`config.mk`:
```
export PLATFORM = sky130hd
export DESIGN_NAME = sks_cell
export DESIGN_NICKNAME = d
export VERILOG_FILES = /design/src/design/sks_pkg.sv /design/src/design/sks_cell.sv
export SDC_FILE = /design/constraint.sdc
export NUM_CORES = 1
export LEC_CHECK = 0
export ABC_AREA = 1
export BUFFER_PORTS_ARGS = -buffer_cell sky130_fd_sc_hd__buf_2
export CAP_MARGIN = 10
export CORE_MARGIN = 5
export CORE_UTILIZATION = 40
export CTS_BUF_LIST = sky130_fd_sc_hd__clkbuf_8
export DETAILED_ROUTE_END_ITERATION = 10
export GPL_ROUTABILITY_DRIVEN = 0
export GPL_TIMING_DRIVEN = 0
export PLACE_DENSITY = 0.78
export SLEW_MARGIN = 10
export SYNTH_ARGS = -nofsm -noshare
export SYNTH_HDL_FRONTEND = slang
export SYNTH_SLANG_ARGS = --single-unit
```
`constraint.sdc`:
```
create_clock -name clk -period 4.6 [get_ports clk]
set_clock_uncertainty 0.05 [all_clocks]
set_input_delay 0 -clock clk [delete_from_list [all_inputs] [get_ports clk]]
set_output_delay 0 -clock clk [all_outputs]
set_load 0.05 [all_outputs]
```
`src/design/sks_pkg.sv`:
```
// Shared types and constants for the sorted key set unit.
package sks_pkg;

	// Store geometry
	localparam int CAPACITY = 64;
	localparam int KEY_BITS = 32;
	localparam int IDX_W    = $clog2(CAPACITY);
	localparam int CNT_W    = $clog2(CAPACITY + 1);

	typedef logic signed [KEY_BITS-1:0] key_t;
	typedef logic [CNT_W-1:0]           cnt_t;

	// Operation codes
	typedef enum logic [1:0] {
		OP_CONTAINS = 2'd0,
		OP_ADD      = 2'd1,
		OP_REMOVE   = 2'd2,
		OP_CLEAR    = 2'd3
	} op_t;

	// Error codes
	localparam logic ERR_OK   = 1'b0;
	localparam logic ERR_FULL = 1'b1;

	// Broadcast command to every cell of the row
	typedef struct packed {
		logic ins;  // insert key at the boundary, shift upper part right
		logic del;  // drop the boundary cell, shift upper part left
		key_t key;  // key under test
	} cell_ctl_t;

endpackage

```
`src/design/sks_cell.sv`:
```
// One cell of the sorted row: holds a key, compares it, shifts with neighbors.
module sks_cell (
	input  logic                clk,
	input  sks_pkg::cell_ctl_t  ctl,
	input  logic                occupied,
	input  logic                left_lt,
	input  sks_pkg::key_t       left_key,
	input  sks_pkg::key_t       right_key,
	output sks_pkg::key_t       key_q,
	output logic                lt,
	output logic                eq
);

	// Compare against the broadcast key
	assign lt = occupied && (key_q < ctl.key);
	assign eq = occupied && (key_q == ctl.key);

	// Cells below the boundary hold; the rest load or shift
	always_ff @(posedge clk) begin
		if (ctl.ins && !lt) begin
			if (left_lt) begin
				key_q <= ctl.key;
			end else begin
				key_q <= left_key;
			end
		end else if (ctl.del && !lt) begin
			key_q <= right_key;
		end
	end

endmodule

```
Word level (Yosys, flattened, before mapping)
Cells that the tools add are included. W data, S select, Z words.

Reductions and logical operators: 6. $lt $le $gt $ge: 1. Equal/unequal tests: 1. Muxes and demuxes: 3.

Operator list (number): $mux W32 (3); $eq A32 B32 Y1 (1); $lt A32 B32 Y1 (1); $logic_and A1 B1 Y1 (4); $reduce_bool A2 Y1 (1); $logic_not A1 Y1 (1).

Register bits: 32. Output and inout port bits: 34. Input bits: 101. Word-level logic and storage cells: 12.

Logic depth before layout (Yosys ltp)
Gate-level depths: netlist (run 1).

Depth in word-level cells: 6. Gate-level depth with buffers: 19. Gate-level depth less buffers: 18.

Worst setup path before layout (run 1)
No wires, ideal clock.

Path kind: register to register. From: reg key_q[31]. To: reg key_q[0], enable pin. Clock period less this slack: 3.892 ns. Stages on the path, launching flop included: 12. Arrival: 3.420 ns. Data required time: 4.129 ns. Path slack: 0.708 ns. Setup time: 0.421 ns. Cell sequence: edfxtp_1 -> ha_1 -> nand2_1 -> nor2_1 -> nand2_1 -> nor4_2 -> nand2_1 -> nand2_1 -> nand2_1 -> nand3_4 -> inv_1 -> nor2_1.

Cells in the longest elaborated chain, start to end: 5.

Ends and longest elaborated chain: from (decl) (line sks_cell.sv:9) `output sks_pkg::key_t key_q,`; from (signal assigned) (line sks_cell.sv:22) `key_q <= ctl.key;`; from (signal assigned) (line sks_cell.sv:24) `key_q <= left_key;`; from (signal assigned) (line sks_cell.sv:27) `key_q <= right_key;`; $lt A32 B32 Y1 * (line sks_cell.sv:15) `assign lt = occupied && (key_q < ctl.key);`; $logic_and A1 B1 Y1 * (line sks_cell.sv:15); named net lt (line sks_cell.sv:10) `output logic lt,`; $logic_not A1 Y1 * (line sks_cell.sv:20, sks_cell.sv:26); $logic_and A1 B1 Y1, on equally long branches (line sks_cell.sv:20, sks_cell.sv:26); $reduce_bool A2 Y1 (no source line) *.

The timed path passes the listed nets; every way through them passes the cells marked *. A chain may end at the register's enable or synchronous reset.

Worst setup path in the final report (run 1)
From: reg key_q[31]. To: reg key_q[19], enable pin.

Cells in the longest elaborated chain, start to end: 5.

Ends and longest elaborated chain (line): $lt A32 B32 Y1 * (sks_cell.sv:15); $logic_and A1 B1 Y1 * (sks_cell.sv:15); $logic_not A1 Y1 * (sks_cell.sv:20, sks_cell.sv:26); $logic_and A1 B1 Y1, on equally long branches (sks_cell.sv:20, sks_cell.sv:26); $reduce_bool A2 Y1 (no source line) *.

Mark *: on every way between the ends. The rest lies on a longest branch, timed or not.

==> results of run 1 <==
==> cells by family after synthesis <==
logic type | count (synthesis) | share of synthesized area, %
flops | 32 | 36.3
mux | 1 | 0.425
compound gates | 50 | 9.74
simple gates | 182 | 29.0
fa+ha+maj | 32 | 15.1
buf+inv | 58 | 9.45
==> power by group through the flow <==
stage	sequential, mW	clock [mW]	combinational (mW)
4_1_cts	0.445	0.214	0.715
6_report	0.445	0.210	0.711
5_1_grt	0.451	0.230	0.778
3_5_place_dp	0.451	0	0.692
2_1_floorplan	0.663	0	0.276
3_3_place_gp	0.452	0	0.657
==> metal layers <==
metal	track usage (%)	vias up	share of wire (%)
li1	-	1521	-
met1	25.4	1381	41
met2	35.1	124	50
met3	4.55	12	8.0
met4	5.62	0	1.1
met5	0	-	0
==> placed cells by master, fill, tap and decap left out, types with 10 or more instances in the layout <==
| cell type | synthesis | routed |
|---|---|---|
| buf_2 | 2 | 134 |
| edfxtp_1 | 32 | 32 |
| a21oi_1 | 45 | 45 |
| nand2_1 | 99 | 99 |
| ha_1 | 32 | 32 |
| clkbuf_1 | 10 | 10 |
| nand3_1 | 35 | 35 |
| dlygate4sd3_1 | 0 | 32 |
| nor2_1 | 40 | 39 |
| inv_1 | 41 | 41 |
==> cell type report <==
type	instances	area, um2
buffer	17	96.3
inverter	41	154
clock buffer	5	68.8
antenna	1	2.50
fill	566	2540
sequential	32	961
timing repair buffer	165	1010
clock inverter	3	13.8
multi-input combinational	265	1440
tap	77	96.3
==> through the flow <==
| stage | hold WS (ps) | worst slack, ps |
|---|---|---|
| after floorplan | 129 | 708 |
| after global placement | 215 | 176 |
| after detailed placement | 216 | 1580 |
| after CTS | 109 | 1570 |
| after global routing | 134 | 1340 |
| final | 116 | 1620 |
==> worst min-delay path: cells and delay by family <==
family,cells,cell delay (ps)
AND/OR/NAND/NOR,2,130
multiplexers,1,140
buffers and inverters,1,70
==> worst paths after layout <==
check / start / endpoint / slack, ps / depth (start not counted)
setup reg to reg: key_q[31]$_DFFE_PP_ / key_q[19]$_DFFE_PP_ / 1620 / 12
hold / removal: left_key[0] / key_q[0]$_DFFE_PP_ / 120 / 4
setup / recovery: key_q[31]$_DFFE_PP_ / key_q[19]$_DFFE_PP_ / 1620 / 12
hold reg to reg: key_q[31]$_DFFE_PP_ / key_q[31]$_DFFE_PP_ / 1000 / 5
==> timing repair <==
item,in CTS,in global routing
hold endpoints to repair,32,0
setup endpoints to repair,0,0
hold buffers,32,0
==> results.cfg, run 1 <==
[setup_path]
end_kind = flop
path_buf_inv = 2
worst-setup-path-type = flop to flop
path_cells = ha_1 > nand2_1 > nor2_1 > nand2_1 > nor4_2 > nand2_1 > nand2_1 > nand2_1 > nand3_4 > inv_1 > nor2_4 > buf_16
cpMostUsedCell = nand2_1
cp.required_ps = 4540
crit_family = simple AND/OR/NAND/NOR gates
crit_slowest_cell = nor2_4
start_kind = flop
worstPathArrival_ps = 2920
path_max_fanout = 17
cpPeakStageDelay_ps = 470

[finish]
top_register = key_q
finish.utilization_pct = 60.2
final_layout_size_suffix_gt1_share_pct = 28.8
fin_cells = 606
largest_reg_flops = 32
final_cell_area_mm2 = 0.00384
layout.nets = 660
syn_to_final_growth_pct = 45.2
top_regs = key_q (32)

[synth]
syn_area_per_cell_um2 = 7.46
async_reset_ff_share_pct = 0
ys_seq_area_share_pct = 36.3
netlist_area_mm2 = 0.00265
synth_top_cell_by_area = edfxtp_1
synth_ff_type = edfxtp_1
syn_nets = 488
postSynthCellCount = 355
ys_warn_count = 0
synth_edf_count = 32
synth_cell_types = 21
synth_top_area_share_pct = 36.3
synthTopCellsByCount = nand2_1, a21oi_1, inv_1, nor2_1, nand3_1
synth_area_leaders = edfxtp_1, ha_1, nand2_1, a21oi_1, nand3_1
synth-seq-cells = 32
synth_most_common_cell = nand2_1

[sta]
rsz0062_at_grt = false
worst_pin_slew_ps = 591
finalMaxSlewViolations = 0
setup_viol = 0
finalCriticalPeriod_ps = 2980
slew_headroom_pct = 60.5
fmax_ghz = 0.336
setup_tns_ps = 0
hold_viol = 0
fin_crit_sh_pct = 64.8

[hold_path]
min_path_type = input port to flop

[floorplanning]
start_util_pct = 41.5
dieWidth_um = 91.4
dieArea_mm2 = 0.00835
num_io_pins = 135
row_count = 29
fp.dieH_um = 91.4
core_mm2 = 0.00639

[power_and_ir_drop]
combPwrFrac_pct = 52.1
swShare_pct = 46.0
peakVddDrop_mv = 0.211
p_per_area_mw_per_mm2 = 355
pwr-share-clk_pct = 15.4
seqPwrFrac_pct = 32.6
p_total_mw = 1.37
switching_power_mw = 0.628
power.leakage_nw = 2.10
p_int_mw = 0.737

[run]
max_cap_viol_count = 0

[clock_tree]
post_cts_buffers = 0
cts.sinks = 32
ctsLongestPathBuffers = 2
cts_htree_levels = 2
cts_made_buffers = 5
insertion_delay_ps = 280
cts_resized = 0
cts_root_buf = clkbuf_8
clkTransAtPathRegs_ps = 70
cts_tree = yes

[drt]
drt_iter0_drc = 117
routed_via_density = 5.01
vias = 3038
drc_errors = 0
drt.antenna.violating_nets = 0
wl_mm = 8.58
wl_per_cell_um = 14.2
first_pass_iters = 4

[placed_design]
dp_hpwl_mm = 6.65
place_area_mm2 = 0.00344
place_inst = 565
io_buffers = 132

[grt]
grt_max_degree = 18
grt_pass1_vias = 3123
grt.total_usage_pct = 20.3
grt_pass1_wl_mm = 14.1
antenna_found_initial = 0
overflow = 0

[status]
status = complete, no violations
Power figures use the tool's default switching activity.
==> inputs of run 2 (changes only) <==
clock period = 2.95 ns   (was 4.6 ns; I/O delays follow)
==> results.cfg, run 2 (synthesized netlist as in run 1, its figures left out) <==
[status]
status = complete, no violations

[clock_tree]
ctsLongestPathBuffers = 2
cts_htree_levels = 2
cts_root_buf = clkbuf_8
cts.sinks = 32
clkTransAtPathRegs_ps = 70
cts_tree = yes
cts_made_buffers = 5
insertion_delay_ps = 290

[power_and_ir_drop]
p_per_area_mw_per_mm2 = 573
p_total_mw = 2.24
peakVddDrop_mv = 0.433
power.leakage_nw = 2.13

[setup_path]
worst-setup-path-type = flop to flop
start_kind = flop
path_cells = ha_1 > nand2_1 > nor2_1 > nand2_1 > nor4_4 > nand2_1 > nand2_1 > nand2_1 > nand3_4 > clkinvlp_4 > nor2_4 > buf_12
cp.required_ps = 2900
reg2reg_slack_ps = 290
end_kind = flop
crit_family = simple AND/OR/NAND/NOR gates
path_max_fanout = 16
path_buf_inv = 2
cpMostUsedCell = nand2_1
worstPathArrival_ps = 2610
cpPeakStageDelay_ps = 420
crit_slowest_cell = edfxtp_1

[drt]
wl_mm = 8.62
wl_met3_um = 759
drc_errors = 0
wl_met1_mm = 3.50
first_pass_iters = 6
vias = 3035
wl_per_cell_um = 14.2
wl_met2_mm = 4.21
routed_via_density = 4.99
drt.antenna.violating_nets = 0
top_layer_used = met4
drt_iter0_drc = 145

[grt]
overflow = 0
grt_max_degree = 17
antenna_found_initial = 0
grt_pass1_wl_mm = 14.2
grt.total_usage_pct = 20.5
grt_pass1_vias = 3065

[floorplanning]
dieWidth_um = 91.4
num_io_pins = 135
row_count = 29
start_util_pct = 41.5
fp.dieH_um = 91.4
dieArea_mm2 = 0.00835
core_mm2 = 0.00639

[sta]
whs_ps = 102
slew_headroom_pct = 64.5
fin_crit_sh_pct = 90.1
worst_pin_slew_ps = 530
hold_viol = 0
fmax_ghz = 0.376
setup_viol = 0
rsz0062_at_grt = false
finalMaxSlewViolations = 0
fin_ws_ps = 292
finalCriticalPeriod_ps = 2660

[finish]
finish.utilization_pct = 61.3
largest_reg_flops = 32
num_antenna_cells = 0
layout_common_cells = buf_2, nand2_1, a21oi_1, inv_1, nor2_1
top_regs = key_q (32)
n_fill_cell = 560
top_register = key_q
final_common_cell = buf_2
final_layout_size_suffix_gt1_share_pct = 29.4
layout.nets = 663
final_cell_area_mm2 = 0.00391
syn_to_final_growth_pct = 47.8

[placed_design]
pre_cts_ws_ps = -224
io_buffers = 132
place_area_mm2 = 0.00341
dp_hpwl_mm = 6.36

[hold_path]
min_path_type = input port to flop

[run]
max_cap_viol_count = 0
-- run 2: metal layers --
metal | track usage [%] | up-vias
met5 | 0 | -
met4 | 6.85 | 0
met3 | 4.79 | 13
met2 | 35.3 | 140
met1 | 25.2 | 1358
li1 | - | 1524
-- run 2: report_power, final --
| group | switching, mW | total, mW | leakage [nW] | internal [mW] |
|---|---|---|---|---|
| Sequential | 0.0533 | 0.692 | 0.318 | 0.639 |
| Clock | 0.175 | 0.422 | 0.0593 | 0.247 |
| Combinational | 0.764 | 1.13 | 1.75 | 0.365 |
-- run 2: final cells by class --
| cell class | count | area, um2 | share of cell area (%) |
|---|---|---|---|
| clock buffers | 5 | 68.8 | 1.76 |
| well taps | 77 | 96.3 | 2.46 |
| repair buffers | 167 | 1030 | 26.3 |
| inverters | 41 | 158 | 4.03 |
| clock inverters | 3 | 38.8 | 0.991 |
| multi-input cells | 266 | 1460 | 37.4 |
| flip-flops and latches | 32 | 961 | 24.6 |
| plain buffers | 17 | 96.3 | 2.46 |
-- run 2: path summary, 6_finish.rpt --
kind	start	endpoint	depth (start not counted)
worst max-delay path	key_q[31]$_DFFE_PP_	key_q[15]$_DFFE_PP_	12
worst min-delay path	left_key[20]	key_q[20]$_DFFE_PP_	5
worst max register to register	key_q[31]$_DFFE_PP_	key_q[15]$_DFFE_PP_	12
worst min register to register	key_q[31]$_DFFE_PP_	key_q[0]$_DFFE_PP_	5
-- run 2: metrics by stage --
step / setup TNS, ps / std cells
detailed placement: -7130 / 564
finish: 0 / 608
floorplan: -2050 / 355
CTS: 0 / 605
global route: 0 / 608
global placement: -5600 / 564
-- run 2: timing repair --
action / 4_1_cts / 5_1_grt
resized for setup: 1 / 3
hold buffers: 32 / 0
endpoints found under the setup margin: 32 / 33
pin swaps: 0 / 2
hold endpoints to repair: 32 / 0
gates cloned: 1 / 0
setup buffers: 0 / 3
-- run 2: worst min-delay path, cell delays in order --
cell	delay, ps
buf_2	70
nor2_1	30
a21oi_1	100
nand3_1	80
nand2_1	60
==> inputs of run 3 (changes only) <==
clock period = 2.61 ns   (was 2.95 ns; I/O delays follow)
==> results.cfg, run 3 (synthesized netlist as in run 1, its figures left out) <==
[hold_path]
min_path_type = input port to flop

[grt]
globalRouteMet2Util_pct = 35.5
grt.total_usage_pct = 20.6
top_usage_layer = met2
overflow = 0
met3_usage_pct = 5.21
grt_max_degree = 17
grt_pass1_wl_mm = 14.2
met1_usage_pct = 24.9
grt_pass1_vias = 3100
antenna_found_initial = 0

[clock_tree]
ctsLongestPathBuffers = 2
clkTransAtPathRegs_ps = 70
cts_htree_levels = 2
insertion_delay_ps = 290
cts_made_buffers = 5
cts_root_buf = clkbuf_8
cts.sinks = 32
cts_tree = yes

[setup_path]
path_buf_inv = 2
path_max_fanout = 8
start_kind = flop
worstPathArrival_ps = 2590
cpMostUsedCell = nand2_1
crit_family = simple AND/OR/NAND/NOR gates
reg2reg_slack_ps = -30
end_kind = flop
crit_slowest_cell = edfxtp_1
cp.required_ps = 2570
worst-setup-path-type = flop to flop
path_cells = ha_1 > nand2_1 > nor2_2 > nand2_2 > nor4_4 > nand2_1 > nand2_1 > nand2_2 > nand3_4 > clkinvlp_4 > nor2_4 > clkbuf_16
cpPeakStageDelay_ps = 430

[sta]
fin_ws_ps = -26.3
finalMaxSlewViolations = 0
fin_crit_sh_pct = 101
hold_viol = 0
slew_headroom_pct = 65.4
rsz0062_at_grt = true
setup_viol = 8
finalCriticalPeriod_ps = 2640
worst_pin_slew_ps = 519
fmax_ghz = 0.379

[floorplanning]
core_mm2 = 0.00639
start_util_pct = 41.5
dieWidth_um = 91.4
row_count = 29
fp.dieH_um = 91.4
num_io_pins = 135
dieArea_mm2 = 0.00835

[power_and_ir_drop]
combPwrFrac_pct = 52.7
p_per_area_mw_per_mm2 = 652
switching_power_mw = 1.17
p_int_mw = 1.50
peakVddDrop_mv = 0.490
pwr-share-clk_pct = 17.8
power.leakage_nw = 2.21
seqPwrFrac_pct = 29.5
swShare_pct = 43.8
p_total_mw = 2.68

[finish]
finish.utilization_pct = 64.3
num_antenna_cells = 0
final_layout_size_suffix_gt1_share_pct = 32.5
top_regs = key_q (32)
top_register = key_q
layout_common_cells = buf_2, nand2_1, a21oi_1, inv_1, nor2_1
syn_to_final_growth_pct = 55.2
layout.nets = 673
final_common_cell = buf_2
largest_reg_flops = 32

[drt]
first_pass_iters = 6
wl_mm = 8.98
drt_iter0_drc = 134
drt.antenna.violating_nets = 0
drc_errors = 0
wl_per_cell_um = 14.5
vias = 3089
routed_via_density = 5.00

[status]
violations = setup timing
status = complete, but fails checks

[placed_design]
pre_cts_ws_ps = -564
dp_hpwl_mm = 6.36
io_buffers = 132

[run]
max_cap_viol_count = 0
## run 3: changes by cell type in the layout (fill, tap and decap cells not counted), moves of 2 or more
| cell | previous run | this run |
|---|---|---|
| nand2_2 | 0 | 2 |
| buf_12 | 2 | 4 |
| ha_1 | 32 | 29 |
| nand2_1 | 99 | 95 |
| nand2_4 | 1 | 3 |
| ha_4 | 0 | 3 |
| nor2_1 | 39 | 37 |
| buf_4 | 3 | 11 |
## run 3: power by group through the flow
stage | clock [mW] | sequential [mW] | combinational (mW)
global route | 0.509 | 0.799 | 1.53
floorplan | 0 | 1.16 | 0.490
global placement | 0 | 0.791 | 1.16
finish | 0.477 | 0.789 | 1.41
CTS | 0.486 | 0.784 | 1.30
detailed placement | 0 | 0.796 | 1.18
## run 3: path summary, 6_finish.rpt
check                         to  cells after the start           startpoint
max           key_q[2]$_DFFE_PP_                     12  key_q[27]$_DFFE_PP_
min          key_q[20]$_DFFE_PP_                      5         left_key[20]
max reg2reg   key_q[2]$_DFFE_PP_                     12  key_q[27]$_DFFE_PP_
min reg2reg   key_q[0]$_DFFE_PP_                      6  key_q[31]$_DFFE_PP_
## run 3: timing repair
item                                    CTS  global route
gates resized for setup                   6            14
endpoints found under the hold margin    32             0
pin swaps                                 2             7
buffers inserted                          4             8
hold buffers                             32             0
endpoints found under the setup margin   33            39
cloned                                    1             1
## run 3: layer usage
metal / vias to the layer above / wire length (um)
li1: 1544 / -
met1: 1367 / 3660
met2: 161 / 4370
met3: 17 / 788
met4: 0 / 159
met5: - / 0
## run 3: tightest hold or removal path: stages
cell	delay, ps
buf_2	70
nor2_1	30
a21oi_1	100
nand3_1	80
nand2_1	60
## run 3: final cells by class
cell class | instances | area [um2]
Buffer | 17 | 98.8
Clock buffer | 5 | 68.8
Clock inverter | 3 | 38.8
Fill cell | 546 | 2280
Inverter | 41 | 158
Multi-Input combinational cell | 266 | 1540
Sequential cell | 32 | 961
Tap cell | 77 | 96.3
Timing Repair Buffer | 177 | 1150
## run 3: through the flow
step / setup TNS [ps] / hold slack, ps / instances / cell area [um2]
5_1_grt: -6930 / 131 / 618 / 4110
3_5_place_dp: -18010 / 217 / 564 / 3410
3_3_place_gp: -16480 / 215 / 564 / 3410
6_report: -194 / 101 / 618 / 4110
2_1_floorplan: -12930 / 129 / 355 / 2660
4_1_cts: 0 / 90.8 / 609 / 3950
