$ cat config.mk
export PLATFORM = sky130hd
export DESIGN_NAME = sks_pos_enc
export DESIGN_NICKNAME = d
export VERILOG_FILES = /design/src/design/sks_pkg.sv /design/src/design/sks_pos_enc.sv
export SDC_FILE = /design/constraint.sdc
export NUM_CORES = 1
export LEC_CHECK = 0
export BUFFER_PORTS_ARGS = -buffer_cell sky130_fd_sc_hd__buf_2
export CORE_ASPECT_RATIO = 1.4
export CORE_MARGIN = 2
export CORE_UTILIZATION = 27
export DETAILED_ROUTE_END_ITERATION = 10
export PLACE_DENSITY = 0.92
export RECOVER_POWER = 100
export SETUP_SLACK_MARGIN = 0.3
export SYNTH_ARGS = -nofsm -noshare
export SYNTH_HDL_FRONTEND = slang
export SYNTH_SLANG_ARGS = --single-unit
$ cat constraint.sdc
create_clock -name vclk -period 1
set_clock_uncertainty 0.2 [all_clocks]
set_input_delay 0.05 -clock vclk [all_inputs]
set_output_delay 0.05 -clock vclk [all_outputs]
set_load 0.01 [all_outputs]
$ cat src/design/sks_pkg.sv
// Shared types and constants for the sorted key set unit.
package sks_pkg;

	// Store geometry
	localparam int CAPACITY = 64;
	localparam int KEY_BITS = 32;
	localparam int IDX_W    = $clog2(CAPACITY);
	localparam int CNT_W    = $clog2(CAPACITY + 1);

	typedef logic signed [KEY_BITS-1:0] key_t;
	typedef logic [CNT_W-1:0]           cnt_t;

	// Operation codes
	typedef enum logic [1:0] {
		OP_CONTAINS = 2'd0,
		OP_ADD      = 2'd1,
		OP_REMOVE   = 2'd2,
		OP_CLEAR    = 2'd3
	} op_t;

	// Error codes
	localparam logic ERR_OK   = 1'b0;
	localparam logic ERR_FULL = 1'b1;

	// Broadcast command to every cell of the row
	typedef struct packed {
		logic ins;  // insert key at the boundary, shift upper part right
		logic del;  // drop the boundary cell, shift upper part left
		key_t key;  // key under test
	} cell_ctl_t;

endpackage

$ cat src/design/sks_pos_enc.sv
// Turns the row's compare vectors into an ordered position and a hit flag.
module sks_pos_enc (
	input  logic [sks_pkg::CAPACITY-1:0] lt,
	input  logic [sks_pkg::CAPACITY-1:0] eq,
	output sks_pkg::cnt_t                position,
	output logic                         present
);

	logic [sks_pkg::CAPACITY-1:0] prev_lt;
	logic [sks_pkg::CAPACITY-1:0] boundary;

	// Boundary is the first cell not below the key; lt is a prefix
	assign prev_lt  = {lt[sks_pkg::CAPACITY-2:0], 1'b1};
	assign boundary = prev_lt & ~lt;
	assign present  = |eq;

	// One-hot to index; every cell below means insertion at the end
	always_comb begin
		position = '0;
		for (int i = 0; i < sks_pkg::CAPACITY; i++) begin
			if (boundary[i]) begin
				position = position | sks_pkg::cnt_t'(unsigned'(i));
			end
		end
		if (lt[sks_pkg::CAPACITY-1]) begin
			position = sks_pkg::cnt_t'(sks_pkg::CAPACITY);
		end
	end

endmodule

; Yosys cells after proc, flatten, opt, wreduce, memory -nomap -nowiden
; Index checks and enable logic that the tools add are counted.
[totals]
register_bits = 0
inputBits = 128
output_inout_bits = 8
elab_cells = 67
[op_classes]
muxes = 64
bitwise_logic = 2
reduce_logical = 1
[op_table]
columns = op, n
row1 = 2-to-1 mux 6 bit, 32
row2 = 2-to-1 mux 5 bit, 16
row3 = AND 64 bit, 1
row4 = inverter 64 bit, 1
row5 = OR reduction 64 bit, 1
row6 = 2-to-1 mux 4 bit, 8
row7 = 2-to-1 mux 3 bit, 4
row8 = 2-to-1 mux 7 bit, 1
row9 = 2-to-1 mux 2 bit, 2
row10 = 2-to-1 mux 1 bit, 1

; Longest topological paths before layout
; Gate-level depths: netlist of the first run.
[depth]
ltp_word = 66
ltp_mapped = 4
ltp_nobuf = 4

; Worst setup path after synthesis of the first run
; No wires, ideal clock.
[synth_path]
path_kind = input port to output port
startpoint = input port eq[0] (netlist name)
endpoint = output port present
arrival_time_ns = 0.975
required_time_ns = 0.750
path_slack_ns = -0.225
path_stages = 3
path_buffers = 0
cell_sequence = nor4_1 > nand4_1 > or4_1
[synth_via]
elab_chain_cells = 1
[synth_lines]
columns = item, line
row1 = from (decl), sks_pos_enc.sv:4  ; input logic [sks_pkg::CAPACITY-1:0] eq,
row2 = OR reduction 64 bit, sks_pos_enc.sv:15  ; assign present = |eq;
row3 = to (decl), sks_pos_enc.sv:6  ; output logic present
; No other way between the ends.

; Worst setup path after layout of the first run
[layout_path]
startpoint = input port eq[22] (netlist name)
endpoint = output port present
; Same word-level chain as after synthesis.

==> results of run 1 <==
cell type report:
cell class | instances | area, um^2
repair buffers | 160 | 1180
inverters | 17 | 63.8
fillers | 138 | 292
diodes | 1 | 2.50
well taps | 39 | 48.8
multi-input cells | 119 | 1480
cell families (layout without fill, tap and decap cells):
group,after synthesis,in the layout,synth area share [%]
buffers and inverters,18,177,8.36
other,0,1,0
AND/OR/NAND/NOR,90,90,65.5
AO/OA/AOI/OAI,29,29,26.1
power breakdown:
group	switching, mW	internal, mW	total [mW]
registers	0	0	0
logic	0.560	0.643	1.20
clock network	0	0.000000134	0.000000134
worst max-delay path: cells and delay by family:
family,cells,cell delay [ns]
buffers and inverters,2,0.24
and+or+nand+nor,3,0.95
repair_timing:
item	CTS	global route
endpoints found under the setup margin	8	7
endpoints found under the hold margin	0	0
gates resized for setup	71	73
pin swaps	27	27
buffers inserted	2	3
layer usage:
layer | global-route usage [%] | part of all wire [%] | vias up
met5 | 0 | 0 | -
met1 | 27.6 | 28 | 927
met4 | 18.1 | 12 | 0
met2 | 62.3 | 52 | 193
met3 | 3.42 | 8.4 | 91
li1 | - | - | 866
cells in the final DEF, fill, tap and decap left out, types with 2 or more instances in the layout:
cell type,instances
buf_6,47
o21ai_1,2
o2111ai_4,8
buf_8,3
o2111ai_1,3
nor4_2,13
a2111oi_4,2
buf_2,88
inv_2,4
o21ai_4,2
nor2b_4,3
a31oi_1,3
nand2b_4,28
nand4_1,9
o21ai_0,2
inv_1,13
buf_4,21
nand2_1,2
nor2_1,4
nor4_4,8
a41oi_2,3
nand2b_1,11
worst max-delay path by stage:
stage	cells after the start	from	slack, ns	to
finish	5	eq[22]	-0.49	present
global route	5	eq[17]	-0.55	present
CTS	5	eq[39]	-0.47	present
detailed placement	5	eq[53]	-0.54	present
global placement	5	eq[52]	-0.51	present
floorplan	3	eq[53]	-0.20	present
==> summary.md, run 1 <==
| Metric | Value |
|---|---|
| CP max FO | 1 |
| Gr usage total | around 31% |
| Synth Cell Area | around 850 um^2 |
| 1st-iter DRT viols | roughly 90 |
| Initial antenna violation count | 1 |
| Drt first pass iters | 4 |
| Aggregate global routing overflow | 0 |
| FFs & Latches | 0 |
| Final setup violating endpoints | 7 |
| Synth top area share | 28.6% |
| CP Launch Type | primary input |
| Hold Path Origin | lt[63] |
| First-pass GRT wire length | approximately 8.8 mm |
| Io pins | ~140 |
| Min-Delay Path Class | primary input to output port |
| Finished Core Util | between 90% and 100% |
| Most frequent cell after synthesis | nand2b_1 |
| Area of the core | around 3100 um^2 |
| Status | complete, but fails checks |
| Die ar. | 3630 um^2 |
| Initial Util | 27.9% |
| Placed instance count | 330 |
| Post-synth top cells | nand2b_1, nor4_1, inv_1 |
| Ys Warns | 0 |
| Hold buffers post-CTS | 0 |
| Fin crit share | 149% |
| Row cnt | 24 |
| Most frequent CP cell | buf_6 |
| Post-Layout Cell Count | ~340 |
| Largest area contributor in the netlist | nand2b_1 |
| F_max | 671 MHz |
| Sequential area share after synthesis | 0% |
| CP Capture Type | output port |
| Place WS | -0.542 ns |
| Vias per inst | between 6 and 7 |
| Nets | about 430 |
| Max_slew headroom | about three quarters |
| Power Dens Cells | 434 nW/um^2 |
| Antenna Nets Post-Route | 0 |
| Die Ht | between 70 and 80 um |
| Lkg Pwr | between 1 and 1.5 nW |
| Synth area leaders | nand2b_1, nor4_1, o2111ai_1 |
| Max-cap violations | 0 |
| I/O Buffers | between 100 and 150 |
| Critical-path top delay cell | or4_4 |
| Tot Pwr | 1.20 mW |
| Tmin final | approximately 1.5 ns |
| Sequential Area | 0 um^2 |
| Setup WS post-layout | -0.491 ns |
| Final WL | roughly 8.2 mm |
| Die Width | between 50 and 60 um |
| CP Class | primary input to output port |
| Worst-Margin Slew | 0.403 ns |
| Fin area | ~2800 um^2 |
| GPL Wtd Cong | roughly 0.92 |
| Mapped Cells | 137 |
| WP data required | roughly 0.75 ns |
| Hold Path Sink | position[6] |
| RSZ-0062 raised after global routing | yes |
| Hold_ws | about 0.26 ns |
| Crit path DAT | between 1 and 1.5 ns |
| Largest net degree at the start of global routing | 8 |
| Worst-path cell chain | buf_6 -> nor4_4 -> nand4_1 -> or4_4 -> buf_6 |
| Vias | just over 2,000 |
| Yosys cell types | 22 |
| Area Growth Syn to Fin | 225% |
| Setup TNS Final | -2.50 ns |
| Final hold vios | 0 |
| DP Area | 1970 um^2 |
| CP peak stage delay | between 0.5 and 0.6 ns |
| Slew Viols, Final | 0 |
| Drt wl/cell | approximately 24 um |
| Final HPWL DP | 4.38 mm |
| CLK BUF | 0 |
| Drt drc | 0 |
| Vias in the first global route | 2,059 |
| Failing checks | setup timing |
| Worst Hold Depth | 3 |
| Max IR drop VDD | around 340 uV |
| Synth Area per Inst | 6.23 um^2 |
| Layout cell share with drive strength beyond 1 | between 80 and 90% |
| Syn Nets | about 270 |
(Power assumes the default switching activity.)
==> run 2: changes to the inputs <==
--- a/config.mk
+++ b/config.mk
@@ -10,7 +10,7 @@
 export CORE_MARGIN = 2
 export CORE_UTILIZATION = 27
 export DETAILED_ROUTE_END_ITERATION = 10
-export PLACE_DENSITY = 0.92
+export PLACE_DENSITY = 0.86
 export RECOVER_POWER = 100
 export SETUP_SLACK_MARGIN = 0.3
 export SYNTH_ARGS = -nofsm -noshare
==> run 2 against run 1 <==
The flow still finishes with violations (setup timing). Final area is 9.3% lower. Die area stayed put. Critical path depth did not move. Worst setup slack lost 0.016 ns. Non-clock buffer count fell by 1. Wire length down 6.4%. Sequential share of layout area unchanged.
==> summary.md, run 2 (synthesis gave the netlist of run 1 again) <==
| Metric | Value |
|---|---|
| CLK BUF | 0 (unchanged) |
| Die Width | 51.5 um (unchanged) |
| Die Ht | 70.5 um (unchanged) |
| Nets | 425 (-0.23%) |
| Final hold vios | 0 (unchanged) |
| Hold buffers post-CTS | 0 (unchanged) |
| Drt drc | 0 (unchanged) |
| Final HPWL DP | 4.76 mm (+8.6%) |
| Crit path max-delay family | simple AND/OR/NAND/NOR gates |
| Final setup violating endpoints | 7 (unchanged) |
| Aggregate global routing overflow | 0 (unchanged) |
| Initial Util | 27.9% (unchanged) |
| Hold Path Origin | lt[63] |
| Vias | 2,036 (-2.0%) |
| Area of the core | 3060 um^2 (unchanged) |
| Setup WS post-layout | -0.508 ns (-0.0162 ns) |
| Max_slew headroom | 73.7% (+0.55 points) |
| Worst-path cell chain | buf_2 -> nor4_4 -> nand4_1 -> or4_4 -> buf_6 |
| Row cnt | 24 (unchanged) |
| Post-Layout Cell Count | 334 (-0.60%) |
| Max-cap violations | 0 (unchanged) |
| GPL Wtd Cong | 0.897 (-2.5%) |
| First-pass GRT wire length | 10.4 mm (+19%) |
| 1st-iter DRT viols | 111 (+22%) |
| Min-Delay Path Class | primary input to output port |
| WP data required | 0.75 ns (about the same) |
| Lkg Pwr | 1.22 nW (-5.4%) |
| Crit path DAT | 1.26 ns (+0.02 ns) |
| CP Class | primary input to output port |
| Hold Path Sink | position[6] |
| Most frequent cells in the layout | buf_2, nand2b_4, buf_6 |
| Vias per inst | 6.10 (-1.4%) |
| Drt wl/cell | 22.9 um (-5.8%) |
| Commonest non-fill, non-tap cell in the layout | buf_2 |
| Largest net degree at the start of global routing | 8 (unchanged) |
| I/O Buffers | 136 (unchanged) |
| Antenna Nets Post-Route | 0 (unchanged) |
| Layout cell share with drive strength beyond 1 | 77.3% (-3.5 points) |
| Die ar. | 3630 um^2 (unchanged) |
| Status | complete, but fails checks |
| Placed instance count | 331 (+0.30%) |
| Io pins | 136 (unchanged) |
| F_max | 663 MHz (-1.1%) |
| Sequential Area | 0 um^2 (unchanged) |
| Initial antenna violation count | 1 (unchanged) |
| DP Area | 1980 um^2 (+0.38%) |
| Fin area | 2510 um^2 (-9.3%) |
| Final WL | 7.64 mm (-6.4%) |
| Critical-path top delay cell | or4_4 |
| FFs & Latches | 0 (unchanged) |
| Worst-Margin Slew | 0.395 ns (-0.00829 ns) |
| Slew Viols, Final | 0 (unchanged) |
| Drt first pass iters | 5 (+1) |
| Multi-input gate area | 1350 um^2 (-8.5%) |
| Worst path buffer plus inverter count | 2 (unchanged) |
| CP max FO | 1 (unchanged) |
| Max IR drop VDD | 356 uV (+4.4%) |
| Failing checks | setup timing |
| RSZ-0062 raised after global routing | yes |
| CP Launch Type | primary input |
| N_diodes | 0 (-1) |
| Tmin final | 1.51 ns (+0.0162 ns) |
| Gr usage total | 38.6% (+7.7 points) |
| Fin crit share | 151% (+1.6 points) |
| Worst Hold Depth | 3 (unchanged) |
| Vias in the first global route | 2,201 (+6.9%) |
| Layout filler cell count | 193 (+40%) |
| Power Dens Cells | 436 nW/um^2 (+0.33%) |
| Area Growth Syn to Fin | 195% |
| CP Capture Type | output port |
| CP peak stage delay | 0.56 ns (about the same) |
[run 2: changes by cell type in the layout (fill, tap and decap cells not counted), sizes merged]
| cell | delta |
|---|---|
| buf | -1 |
| diode | -1 |
[run 2: power by group]
group / internal [mW] / leakage [nW] / switching (mW)
registers: 0 / 0 / 0
clock network: 0 / 0 / 0
logic: 0.571 / 1.22 / 0.524
total: 0.571 / 1.22 / 0.524
[run 2: worst max-delay path by stage]
stage	from	end	slack (ns)	depth (start not counted)
3_5_place_dp	eq[6]	present	-0.61	6
3_3_place_gp	eq[6]	present	-0.59	6
6_report	eq[53]	present	-0.51	5
4_1_cts	eq[53]	present	-0.52	5
5_1_grt	eq[52]	present	-0.57	5
2_1_floorplan	eq[53]	present	-0.20	3
[run 2: final cells by class]
type / instances / share of cell area (%)
tap: 39 / 1.94
multi-input combinational: 119 / 53.9
timing repair buffer: 159 / 41.6
inverter: 17 / 2.64
[run 2: stage by stage]
stage	TNS (ns)	utilization (%)	worst slack, ns	hold WS [ns]	total power, mW
global placement	-2.61	64.7	-0.591	0.276	0.743
floorplan	-0.279	-	-0.195	-0.0727	0.306
CTS	-2.20	78.4	-0.519	0.224	0.961
detailed placement	-2.64	64.7	-0.609	0.284	0.753
finish	-2.81	82.1	-0.508	0.246	1.09
global route	-3.08	82.1	-0.570	0.254	1.13
[run 2: timing repair]
action	in CTS	in global routing
hold endpoints to repair	0	0
setup endpoints to repair	8	7
setup buffers	1	2
resized for setup	74	22
gates cloned	0	0
pin swaps	17	11
[run 2: layer usage]
layer | vias up | part of all wire (%) | GRT usage (%)
li1 | 864 | - | -
met1 | 908 | 30 | 35.9
met2 | 199 | 49 | 73.2
met3 | 63 | 12 | 7.69
met4 | 2 | 8.7 | 23.7
met5 | - | 0.14 | 0
==> run 3: changes to the inputs <==
--- a/config.mk
+++ b/config.mk
@@ -6,9 +6,11 @@
 export NUM_CORES = 1
 export LEC_CHECK = 0
 export BUFFER_PORTS_ARGS = -buffer_cell sky130_fd_sc_hd__buf_2
+export CELL_PAD_IN_SITES_DETAIL_PLACEMENT = 1
+export CELL_PAD_IN_SITES_GLOBAL_PLACEMENT = 1
 export CORE_ASPECT_RATIO = 1.4
 export CORE_MARGIN = 2
-export CORE_UTILIZATION = 27
+export CORE_UTILIZATION = 15
 export DETAILED_ROUTE_END_ITERATION = 10
 export PLACE_DENSITY = 0.86
 export RECOVER_POWER = 100
==> run 3 against run 2 <==
The flow still finishes with violations (setup timing). Wire length is 10% lower. Core utilization is 34 points lower. Final area is 5.5% higher. Via count is 9.1% lower. Critical path depth stayed put. Worst hold slack better by 0.0037 ns. Fmax is 1.9% higher. Sequential share of layout area stayed put. Global-route usage is 18 points lower. Combinational power hardly changed. Total power is 0.43% lower. Critical path type unchanged.
==> summary.md, run 3 (synthesis gave the netlist of run 1 again) <==
| Metric | Value |
|---|---|
| CP peak stage delay | 0.51 ns (-0.05 ns) |
| Hold buffers post-CTS | 0 (unchanged) |
| Area Growth Syn to Fin | 211% |
| Nets | 423 (-0.47%) |
| Multi-input gate area | 1430 um^2 (+5.5%) |
| Antenna Nets Post-Route | 0 (unchanged) |
| Worst-Margin Slew | 0.406 ns (+0.0115 ns) |
| Setup crit end | present |
| Tmin final | 1.48 ns (-0.0277 ns) |
| CP Capture Type | output port |
| Crit path depth | 5 (unchanged) |
| FFs & Latches | 0 (unchanged) |
| GPL Wtd Cong | 0.873 (-2.7%) |
| Layout cell share with drive strength beyond 1 | 77.5% (+0.19 points) |
| Vias in the first global route | 2,013 (-8.5%) |
| Aggregate global routing overflow | 0 (unchanged) |
| I/O Buffers | 136 (unchanged) |
| Drt wl/cell | 19.0 um (-17%) |
| Final HPWL DP | 5.43 mm (+14%) |
| Vias | 1,850 (-9.1%) |
| Gr usage total | 20.4% (-18 points) |
| Status | complete, but fails checks |
| Area of the core | 5490 um^2 (+79%) |
| CLK BUF | 0 (unchanged) |
| CP startpoint | eq[46] |
| Sequential Area | 0 um^2 (unchanged) |
| First-pass GRT wire length | 9.75 mm (-6.3%) |
| RSZ-0062 raised after global routing | yes |
| Worst-path cell chain | buf_2 -> nor4_2 -> nand4_1 -> or4_4 -> buf_6 |
| Die Width | 67.7 um (+32%) |
| Lkg Pwr | 1.25 nW (+1.9%) |
| Final hold vios | 0 (unchanged) |
| CP Class | primary input to output port |
| Hold Path Origin | lt[63] |
| Fin crit share | 148% (-2.8 points) |
| Min-Delay Path Class | primary input to output port |
| CP max FO | 1 (unchanged) |
| Commonest non-fill, non-tap cell in the layout | buf_2 |
| CP Launch Type | primary input |
| Critical-path top delay cell | or4_4 |
| Layout filler cell count | 652 (+240%) |
| Final setup violating endpoints | 7 (unchanged) |
| Io pins | 136 (unchanged) |
| Final WL | 6.86 mm (-10%) |
| Row cnt | 32 (+33%) |
| Crit path max-delay family | simple AND/OR/NAND/NOR gates |
| Power Dens Cells | 411 nW/um^2 (-5.6%) |
| DP Area | 2010 um^2 (+1.5%) |
| Drt drc | 0 (unchanged) |
| Max IR drop VDD | 178 uV (-50%) |
| Max_slew headroom | 72.9% (-0.82 points) |
| Slew Viols, Final | 0 (unchanged) |
| Max-cap violations | 0 (unchanged) |
| Die Ht | 93.2 um (+32%) |
| Failing checks | setup timing |
| Die ar. | 6320 um^2 (+74%) |
| Drt first pass iters | 3 (-2) |
| Worst path buffer plus inverter count | 2 (unchanged) |
| Vias per inst | 5.12 (-16%) |
| Most frequent cells in the layout | buf_2, buf_6, nand2b_4 |
| Initial Util | 15.6% (-12 points) |
| Crit path DAT | 1.23 ns (-0.03 ns) |
| 1st-iter DRT viols | 4 (-96%) |
| Setup TNS Final | -2.31 ns (+0.502 ns) |
| Setup WS post-layout | -0.480 ns (+0.0277 ns) |
| F_max | 676 MHz (+1.9%) |
| WP data required | 0.75 ns (about the same) |
| Fin area | 2650 um^2 (+5.5%) |
| N_diodes | 0 (unchanged) |
| Initial antenna violation count | 0 (-1) |
| Largest net degree at the start of global routing | 8 (unchanged) |
run 3: layer usage:
layer / wire length (um) / share of wire [%] / track usage [%]
met2: 3900 / 57 / 44.5
met3: 764 / 11 / 3.49
met1: 1880 / 27 / 17.3
met4: 312 / 4.6 / 5.10
met5: 0 / 0 / 0
run 3: tightest hold or removal path: cells and delay by family:
kind	cells	cell delay, ns
buffers and inverters	3	0.36
run 3: report_power, final:
part / total (mW) / switching (mW) / leakage (nW) / internal (mW)
combinational: 1.09 / 0.494 / 1.25 / 0.596
sequential: 0 / 0 / 0 / 0
clock: 0 / 0 / 0 / 0
run 3: layout make-up:
cell class,count,area share [%]
multi-input cells,119,53.8
inverters,17,2.41
repair buffers,157,40.6
well taps,68,3.21
run 3: what timing repair did:
action,4_1_cts,5_1_grt
setup buffers,1,1
resized for setup,80,34
endpoints found under the setup margin,8,7
pin swaps,26,15
run 3: how the worst min path moves through the flow:
stage                  endpoint  cells after the start
floorplan           position[2]                      1
global placement    position[6]                      3
detailed placement  position[6]                      3
CTS                 position[6]                      3
global route        position[6]                      3
finish              position[6]                      3
run 3: through the flow:
step	hold slack (ns)	power, mW	setup slack, ns	instances	utilization, %
CTS	0.239	0.985	-0.506	360	44.9
detailed placement	0.311	0.767	-0.566	359	36.7
global placement	0.304	0.747	-0.553	359	36.7
finish	0.250	1.09	-0.480	361	48.4
global route	0.262	1.16	-0.549	361	48.4
floorplan	-0.0727	0.306	-0.195	137	-
